**src/design/utf8cs_pkg.sv**
```systemverilog
// Shared types and constants of the UTF-8 character segmenter.
// Depends on nothing; used by the segmenting stage, the result bank and the top level.
package utf8cs_pkg;

   localparam int MAX_CHARS  = 4;   // most characters one input byte can release
   localparam int PEND_DEPTH = 3;   // bytes of an incomplete sequence held back

   localparam logic [7:0] LEAD2_MASK = 8'hE0;
   localparam logic [7:0] LEAD2_CODE = 8'hC0;
   localparam logic [7:0] LEAD3_MASK = 8'hF0;
   localparam logic [7:0] LEAD3_CODE = 8'hE0;
   localparam logic [7:0] LEAD4_MASK = 8'hF8;
   localparam logic [7:0] LEAD4_CODE = 8'hF0;
   localparam logic [7:0] CONT_MASK  = 8'hC0;
   localparam logic [7:0] CONT_CODE  = 8'h80;
   localparam logic [7:0] BAD_C0     = 8'hC0;
   localparam logic [7:0] BAD_C1     = 8'hC1;
   localparam logic [7:0] BAD_MIN    = 8'hF5;

   typedef struct packed {
      logic [31:0] packed_char;
      logic [2:0]  byte_count;
      logic        well_formed;
      logic        last_of_run;
      logic        string_done;
   } char_type;

   // Everything one input byte produces: released characters and leftovers.
   typedef struct packed {
      char_type [MAX_CHARS-1:0]  chars;
      logic [2:0]                num_chars;
      logic [PEND_DEPTH-1:0][7:0] pend_bytes;
      logic [1:0]                pend_count;
   } seg_out_type;

   // Load request from the segmenting stage into the result buffer.
   typedef struct packed {
      logic                     valid;
      logic [2:0]               count;
      char_type [MAX_CHARS-1:0] chars;
   } load_type;

endpackage

```
**src/design/utf8cs_segment.sv**
```systemverilog
// Combinational segmentation of the pending bytes plus one new byte.
// Depends on utf8cs_pkg.
module utf8cs_segment (
   input  logic [utf8cs_pkg::PEND_DEPTH-1:0][7:0] pend_bytes,
   input  logic [1:0]                            pend_count,
   input  logic [7:0]                            byte_in,
   input  logic                                  end_of_string,
   output utf8cs_pkg::seg_out_type               seg_out
);
   import utf8cs_pkg::*;

   function automatic logic [2:0] seq_length(input logic [7:0] lead);
      logic [2:0] len;
      if ((lead & LEAD2_MASK) == LEAD2_CODE)      len = 3'd2;
      else if ((lead & LEAD3_MASK) == LEAD3_CODE) len = 3'd3;
      else if ((lead & LEAD4_MASK) == LEAD4_CODE) len = 3'd4;
      else                                        len = 3'd1;
      return len;
   endfunction

   function automatic logic is_cont(input logic [7:0] b);
      return (b & CONT_MASK) == CONT_CODE;
   endfunction

   function automatic logic is_bad(input logic [7:0] b);
      return b inside {BAD_C0, BAD_C1, [BAD_MIN:8'hFF]};
   endfunction

   function automatic seg_out_type segment(input logic [PEND_DEPTH-1:0][7:0] pend,
                                           input logic [1:0] cnt,
                                           input logic [7:0] b,
                                           input logic       eos);
      logic [3:0][7:0] bufr;
      logic [2:0]      n;
      logic [2:0]      need;
      logic [2:0]      avail;
      logic [2:0]      take;
      logic            broken;
      logic            stop;
      logic            wf;
      logic [31:0]     pk;
      logic [1:0]      last_idx;
      seg_out_type     r;
      r        = '0;
      bufr     = {8'h00, pend};
      bufr[cnt] = b;
      n        = {1'b0, cnt} + 3'd1;
      stop     = 1'b0;
      for (int s = 0; s < MAX_CHARS; s++) begin
         if (n != 3'd0 && !stop) begin
            need   = seq_length(bufr[0]);
            avail  = (n < need) ? n : need;
            broken = 1'b0;
            for (int i = 1; i < 4; i++) begin
               if (3'(i) < avail && !is_cont(bufr[i])) broken = 1'b1;
            end
            if (broken)            take = 3'd1;
            else if (avail < need) take = eos ? 3'd1 : 3'd0;
            else                   take = need;
            if (take == 3'd0) begin
               // Sequence still incomplete: hold the bytes for the next item.
               stop = 1'b1;
            end else begin
               case (take)
                  3'd1:    pk = {24'h0, bufr[0]};
                  3'd2:    pk = {16'h0, bufr[0], bufr[1]};
                  3'd3:    pk = {8'h0, bufr[0], bufr[1], bufr[2]};
                  default: pk = {bufr[0], bufr[1], bufr[2], bufr[3]};
               endcase
               if (take == 3'd1) begin
                  wf = ~bufr[0][7];
               end else begin
                  wf = 1'b1;
                  for (int i = 0; i < 4; i++) begin
                     if (3'(i) < take && is_bad(bufr[i])) wf = 1'b0;
                  end
               end
               r.chars[s]   = '{packed_char: pk, byte_count: take, well_formed: wf,
                                last_of_run: 1'b0, string_done: 1'b0};
               r.num_chars  = 3'(s + 1);
               case (take)
                  3'd1:    bufr = {8'h00, bufr[3:1]};
                  3'd2:    bufr = {16'h0000, bufr[3:2]};
                  3'd3:    bufr = {24'h000000, bufr[3]};
                  default: bufr = '0;
               endcase
               n = n - take;
            end
         end
      end
      r.pend_bytes = bufr[PEND_DEPTH-1:0];
      r.pend_count = n[1:0];
      if (r.num_chars != 3'd0) begin
         last_idx = 2'(r.num_chars - 3'd1);
         r.chars[last_idx].last_of_run = 1'b1;
         r.chars[last_idx].string_done = eos;
      end
      return r;
   endfunction

   always_comb begin
      seg_out = segment(pend_bytes, pend_count, byte_in, end_of_string);
   end

endmodule

```
**src/design/utf8cs_result_buf.sv**
```systemverilog
// Result register bank: holds the characters of one input byte and hands
// them out one per handshake. Depends on utf8cs_pkg.
module utf8cs_result_buf (
   input  logic                 clock,
   input  logic                 reset,
   input  utf8cs_pkg::load_type load,
   output logic                 can_load,
   output logic                 rsp_valid,
   input  logic                 rsp_ready,
   output utf8cs_pkg::char_type head
);
   import utf8cs_pkg::*;

   char_type [MAX_CHARS-1:0] entries_ff, entries_in;
   logic [2:0]               count_ff, count_in;
   logic                     pop;

   assign rsp_valid = (count_ff != 3'd0);
   assign pop       = rsp_valid && rsp_ready;
   assign head      = entries_ff[0];
   // A new set may land when the bank is empty or its last entry leaves now.
   assign can_load  = (count_ff == 3'd0) || (count_ff == 3'd1 && pop);

   always_comb begin
      entries_in = entries_ff;
      count_in   = count_ff;
      if (load.valid) begin
         entries_in = load.chars;
         count_in   = load.count;
      end else if (pop) begin
         for (int i = 0; i < MAX_CHARS - 1; i++) begin
            entries_in[i] = entries_ff[i+1];
         end
         count_in = count_ff - 3'd1;
      end
   end

   always_ff @(posedge clock) begin
      entries_ff <= entries_in;
      if (reset) begin
         count_ff <= 3'd0;
      end else begin
         count_ff <= count_in;
      end
   end

endmodule

```
**src/design/utf8_char_segmenter.sv**
```systemverilog
// Top level of the UTF-8 character segmenter: input register, pending-byte
// state and result bank. Depends on utf8cs_pkg, utf8cs_segment, utf8cs_result_buf.
//
//  Channel  Direction  Handshake            Item contents
//  req_     in         req_valid/req_ready  byte_in, end_of_string
//  rsp_     out        rsp_valid/rsp_ready  packed_char, byte_count, well_formed,
//                                           last_of_run, string_done
//
// An accepted byte is held in the input register and segmented there; its
// characters land in the result bank once the bank has room, and the first one
// then shows on rsp_. With the output always ready the block takes one byte per
// cycle as long as each byte releases at most one character; a byte that
// releases several characters keeps the result bank busy until it has handed
// them out, and that bank sets the rate.
// A byte that only extends an incomplete sequence produces nothing and passes
// without waiting on the result bank.
// Synchronous active-high reset empties the input register, the result bank
// and the pending bytes.
module utf8_char_segmenter (
   input  logic        clock,
   input  logic        reset,
   input  logic        req_valid,
   output logic        req_ready,
   input  logic [7:0]  req_byte_in,
   input  logic        req_end_of_string,
   output logic        rsp_valid,
   input  logic        rsp_ready,
   output logic [31:0] rsp_packed_char,
   output logic [2:0]  rsp_byte_count,
   output logic        rsp_well_formed,
   output logic        rsp_last_of_run,
   output logic        rsp_string_done
);
   import utf8cs_pkg::*;

   // Input register: one byte waiting to be segmented.
   logic       in_valid_ff, in_valid_in;
   logic [7:0] in_byte_ff, in_byte_in;
   logic       in_end_ff, in_end_in;

   // Bytes of an incomplete sequence, oldest in slot zero.
   logic [PEND_DEPTH-1:0][7:0] pending_bytes_ff, pending_bytes_in;
   logic [1:0]                 pending_count_ff, pending_count_in;

   seg_out_type seg_out;
   load_type    load;
   char_type    head;
   logic        can_load;
   logic        advance;
   logic        take_req;

   utf8cs_segment u_segment (
      .pend_bytes    (pending_bytes_ff),
      .pend_count    (pending_count_ff),
      .byte_in       (in_byte_ff),
      .end_of_string (in_end_ff),
      .seg_out       (seg_out)
   );

   // The held byte moves on when it releases nothing, or the bank has room.
   assign advance   = in_valid_ff && ((seg_out.num_chars == 3'd0) || can_load);
   assign req_ready = !in_valid_ff || advance;
   assign take_req  = req_valid && req_ready;

   assign load.valid = advance && (seg_out.num_chars != 3'd0);
   assign load.count = seg_out.num_chars;
   assign load.chars = seg_out.chars;

   utf8cs_result_buf u_result_buf (
      .clock     (clock),
      .reset     (reset),
      .load      (load),
      .can_load  (can_load),
      .rsp_valid (rsp_valid),
      .rsp_ready (rsp_ready),
      .head      (head)
   );

   assign rsp_packed_char = head.packed_char;
   assign rsp_byte_count  = head.byte_count;
   assign rsp_well_formed = head.well_formed;
   assign rsp_last_of_run = head.last_of_run;
   assign rsp_string_done = head.string_done;

   always_comb begin
      in_valid_in = in_valid_ff;
      in_byte_in  = in_byte_ff;
      in_end_in   = in_end_ff;
      if (take_req) begin
         in_valid_in = 1'b1;
         in_byte_in  = req_byte_in;
         in_end_in   = req_end_of_string;
      end else if (advance) begin
         in_valid_in = 1'b0;
      end
   end

   // Pending state follows the segmenter only when the held byte is retired.
   always_comb begin
      pending_bytes_in = pending_bytes_ff;
      pending_count_in = pending_count_ff;
      if (advance) begin
         pending_bytes_in = seg_out.pend_bytes;
         pending_count_in = seg_out.pend_count;
      end
   end

   always_ff @(posedge clock) begin
      in_byte_ff <= in_byte_in;
      in_end_ff  <= in_end_in;
      if (reset) begin
         in_valid_ff      <= 1'b0;
         pending_bytes_ff <= '0;
         pending_count_ff <= 2'd0;
      end else begin
         in_valid_ff      <= in_valid_in;
         pending_bytes_ff <= pending_bytes_in;
         pending_count_ff <= pending_count_in;
      end
   end

endmodule

```
**config.mk**
```make
export PLATFORM = sky130hd
export DESIGN_NAME = utf8_char_segmenter
export DESIGN_NICKNAME = d
export VERILOG_FILES = /design/src/design/utf8cs_pkg.sv /design/src/design/utf8cs_segment.sv /design/src/design/utf8cs_result_buf.sv /design/src/design/utf8_char_segmenter.sv
export SDC_FILE = /design/constraint.sdc
export NUM_CORES = 1
export LEC_CHECK = 0
export ABC_AREA = 1
export BUFFER_PORTS_ARGS = -buffer_cell sky130_fd_sc_hd__buf_4
export CAP_MARGIN = 20
export CORE_AREA = 4 4 234 236
export CTS_BUF_LIST = sky130_fd_sc_hd__clkbuf_4
export DETAILED_ROUTE_END_ITERATION = 10
export DIE_AREA = 0 0 238 240
export GPL_ROUTABILITY_DRIVEN = 0
export PLACE_DENSITY_LB_ADDON = 0.25
export SLEW_MARGIN = 0
export SYNTH_ARGS = -nofsm -noshare
export SYNTH_HDL_FRONTEND = slang
export SYNTH_SLANG_ARGS = --single-unit
```
**constraint.sdc**
```tcl
create_clock -name clock -period 13.6 [get_ports clock]
set_input_delay 0.68 -clock clock [delete_from_list [all_inputs] [get_ports clock]]
set_output_delay 0.68 -clock clock [all_outputs]
set_load 0.01 [all_outputs]
```
==> impl_metrics.yaml <==
setup_path:
  arrival_ps: 13440
  cp-start-kind: "flip-flop"
  critPathKind: "flip-flop to flip-flop"
  cp_max_fo: 13
  slowest_stage: "dfxtp_4"
  crit_required_ps: 14210
  cpPeakStageDelay_ps: 400
  crit_top_cell: "nand2_1"
  crit_path_end_kind: "flip-flop"
clock_tree:
  hold_buffers: 0
  htreeDepth: 4
  cts_tree: "built"
  ctsRootBufferMaster: "clkbuf_4"
  cts_sinks: 191
  cts_buffers: 17
  clk_latency_ps: 670
  clock_tree.buffer_depth: 2
  clkSlewWorstSetupHoldPaths_ps: 170
place:
  dpl_cell_area_sq_um: 14100
  io_buffers: 52
  dp_hpwl_mm: 37.1
sta:
  timing.fmax_mhz: 77.9
  finalClockSkew_ps: 25.9
  hold_viol_final: 0
  hold_ws_ps: 186
  slew-limit-headroom_pct: 24.3
  fin_crit_sh_pct: 94.3
  layout_min_cycle_time_ps: 12830
  drv_slew: 0
  setup_viol: 0
  worst_slew_pin_slew_ps: 1120
route:
  viasPerCell: 5.13
  drt_iter0_drc: 1471
  vias: 12000
  wl_per_cell_um: 21.0
  route.detailed.drc: 0
  postRouteWirelength_mm: 49.1
  postRouteAntennaNets: 0
  firstDrtPassIters: 9
layout:
  syn_to_final_growth_pct: 11.8
  nets: 1687
  final_area_sq_um: 14600
  fillCellCount: 5646
  drive_gt1_share_pct: 17.5
  final_common_cell: "nand2_1"
  layout_common_cells: "nand2_1, inv_1, edfxtp_1, buf_4, nor2_1"
yosys:
  synthesis.area_sq_um: 13100
  synth_flop_cell: "edfxtp_1"
  synth_area_per_cell_sq_um: 8.10
  synthCells: 1617
  yosysUniqueCellTypes: 69
  ys_seq_elements: 191
  synth-edff-count: 161
  ys_async_sr_fraction_pct: 0
  yosysWarnings: 0
  seq_area_frac_synth_pct: 41.5
grt:
  grt_max_degree: 87
  grt_pass1_wl_mm: 72.3
  grt_use_total_pct: 16.7
  grt_util_met2_pct: 27.6
  gr-total-overflow: 0
  grt_antenna_before_repair: 1
  grtUsageMet3_pct: 2.75
  grt_busiest_layer: "met2"
  use_met1_pct: 21.6
  grt_pass1_vias: 11300
worst_hold_path:
  min_path_type: "input pin to flip-flop"
die:
  rows: 84
  initial_core_util_pct: 25.0
  die_area_sq_um: 57100
  fp.coreArea_sq_um: 52400
  ios: 53
  fp.dieW_um: 238
  die_y_um: 240
outcome:
  outcome: "complete, no violations"
flow_run:
  maxCapViolCount: 0
==> critical path, delay by kind of cell, from the launching register on <==
family                   cells  cell delay [ps]
AND/OR/NAND/NOR             54             5900
flip-flops                   1              400
XOR/XNOR                     3              510
adder cells (fa/ha/maj)     14             3510
buffers and inverters       15             1240
AO/OA/AOI/OAI                7             1170
==> final cells by class <==
class / instances / area (sq um) / area share, %
repair buffers: 108 / 821 / 5.60
multi-input cells: 1101 / 6390 / 43.6
flip-flops and latches: 191 / 5440 / 37.1
well taps: 688 / 861 / 5.88
diodes: 1 / 2.50 / 0.0171
inverters: 221 / 848 / 5.79
clock inverters: 13 / 141 / 0.965
clock buffers: 19 / 143 / 0.974
==> registers in the layout, indices dropped and copies added, names as in the netlist <==
register,flops
pending_count_ff,2
u_result_buf.count_ff,3
in_valid_ff,1
in_end_ff,1
in_byte_ff,8
pending_bytes_ff,24
u_result_buf.head,38
u_result_buf.entries_ff,114
==> through the flow <==
step	util (%)	std cells	setup slack, ps	setup TNS, ps
after global placement	26.8	2292	366	0
after CTS	27.4	2324	95.8	0
after global routing	27.9	2342	-145	-1220
after floorplan	-	1619	1660	0
after detailed placement	26.8	2292	6.07	0
final	27.9	2342	770	0
==> logic make-up (layout without fill, tap and decap cells) <==
group,count (synthesis),after routing,share of synthesized area [%]
other,1,4,0.0286
DFF,191,191,41.5
muxes,2,2,0.172
AOI/OAI and AO/OA,398,398,20.0
xor gates and xnor gates,6,6,0.459
adders and majority gates,34,34,3.42
buffers and inverters,327,361,11.1
and+or+nand+nor,658,658,23.4
==> synth_stat cells (16+ instances only) <==
cell type / number / share of area (%)
edfxtp_1: 161 / 37
nand4_1: 30 / 1.4
o211ai_1: 26 / 1.5
nor2_1: 105 / 3.0
nand2_2: 35 / 1.7
nand2_1: 359 / 10
o21ai_0: 100 / 3.8
nand2_4: 17 / 1.5
nand3_1: 63 / 2.4
dfxtp_1: 30 / 4.6
ha_1: 31 / 3.0
clkbuf_1: 50 / 1.4
inv_2: 17 / 0.49
inv_1: 196 / 5.6
o221ai_1: 18 / 1.2
o22ai_1: 51 / 2.4
o21a_1: 16 / 0.92
buf_4: 37 / 2.1
a21oi_1: 82 / 3.1
==> final timing paths <==
check	from	end	slack, ps	cells after the start
min	req_byte_in[6]	in_byte_ff[6]	190	1
max	pending_count_ff[0]	pending_count_ff[1]	770	93
max reg2reg	pending_count_ff[0]	pending_count_ff[1]	770	93
min reg2reg	pending_bytes_ff[9]	pending_bytes_ff[9]	530	2
==> repair_timing <==
| item | in CTS | in global routing |
|---|---|---|
| buffers inserted | 0 | 16 |
| pin swaps | 0 | 15 |
| gates resized for setup | 1 | 36 |
| setup endpoints to repair | 9 | 52 |
==> layer usage <==
metal / share of wire, % / vias up
met3: 6.2 / 122
met5: 0 / -
met1: 42 / 5736
met2: 47 / 550
li1: - / 5613
met4: 4.9 / 0
Power is not shown: default switching activity piles up to over one toggle a cycle in this logic, so the estimate is an artifact.
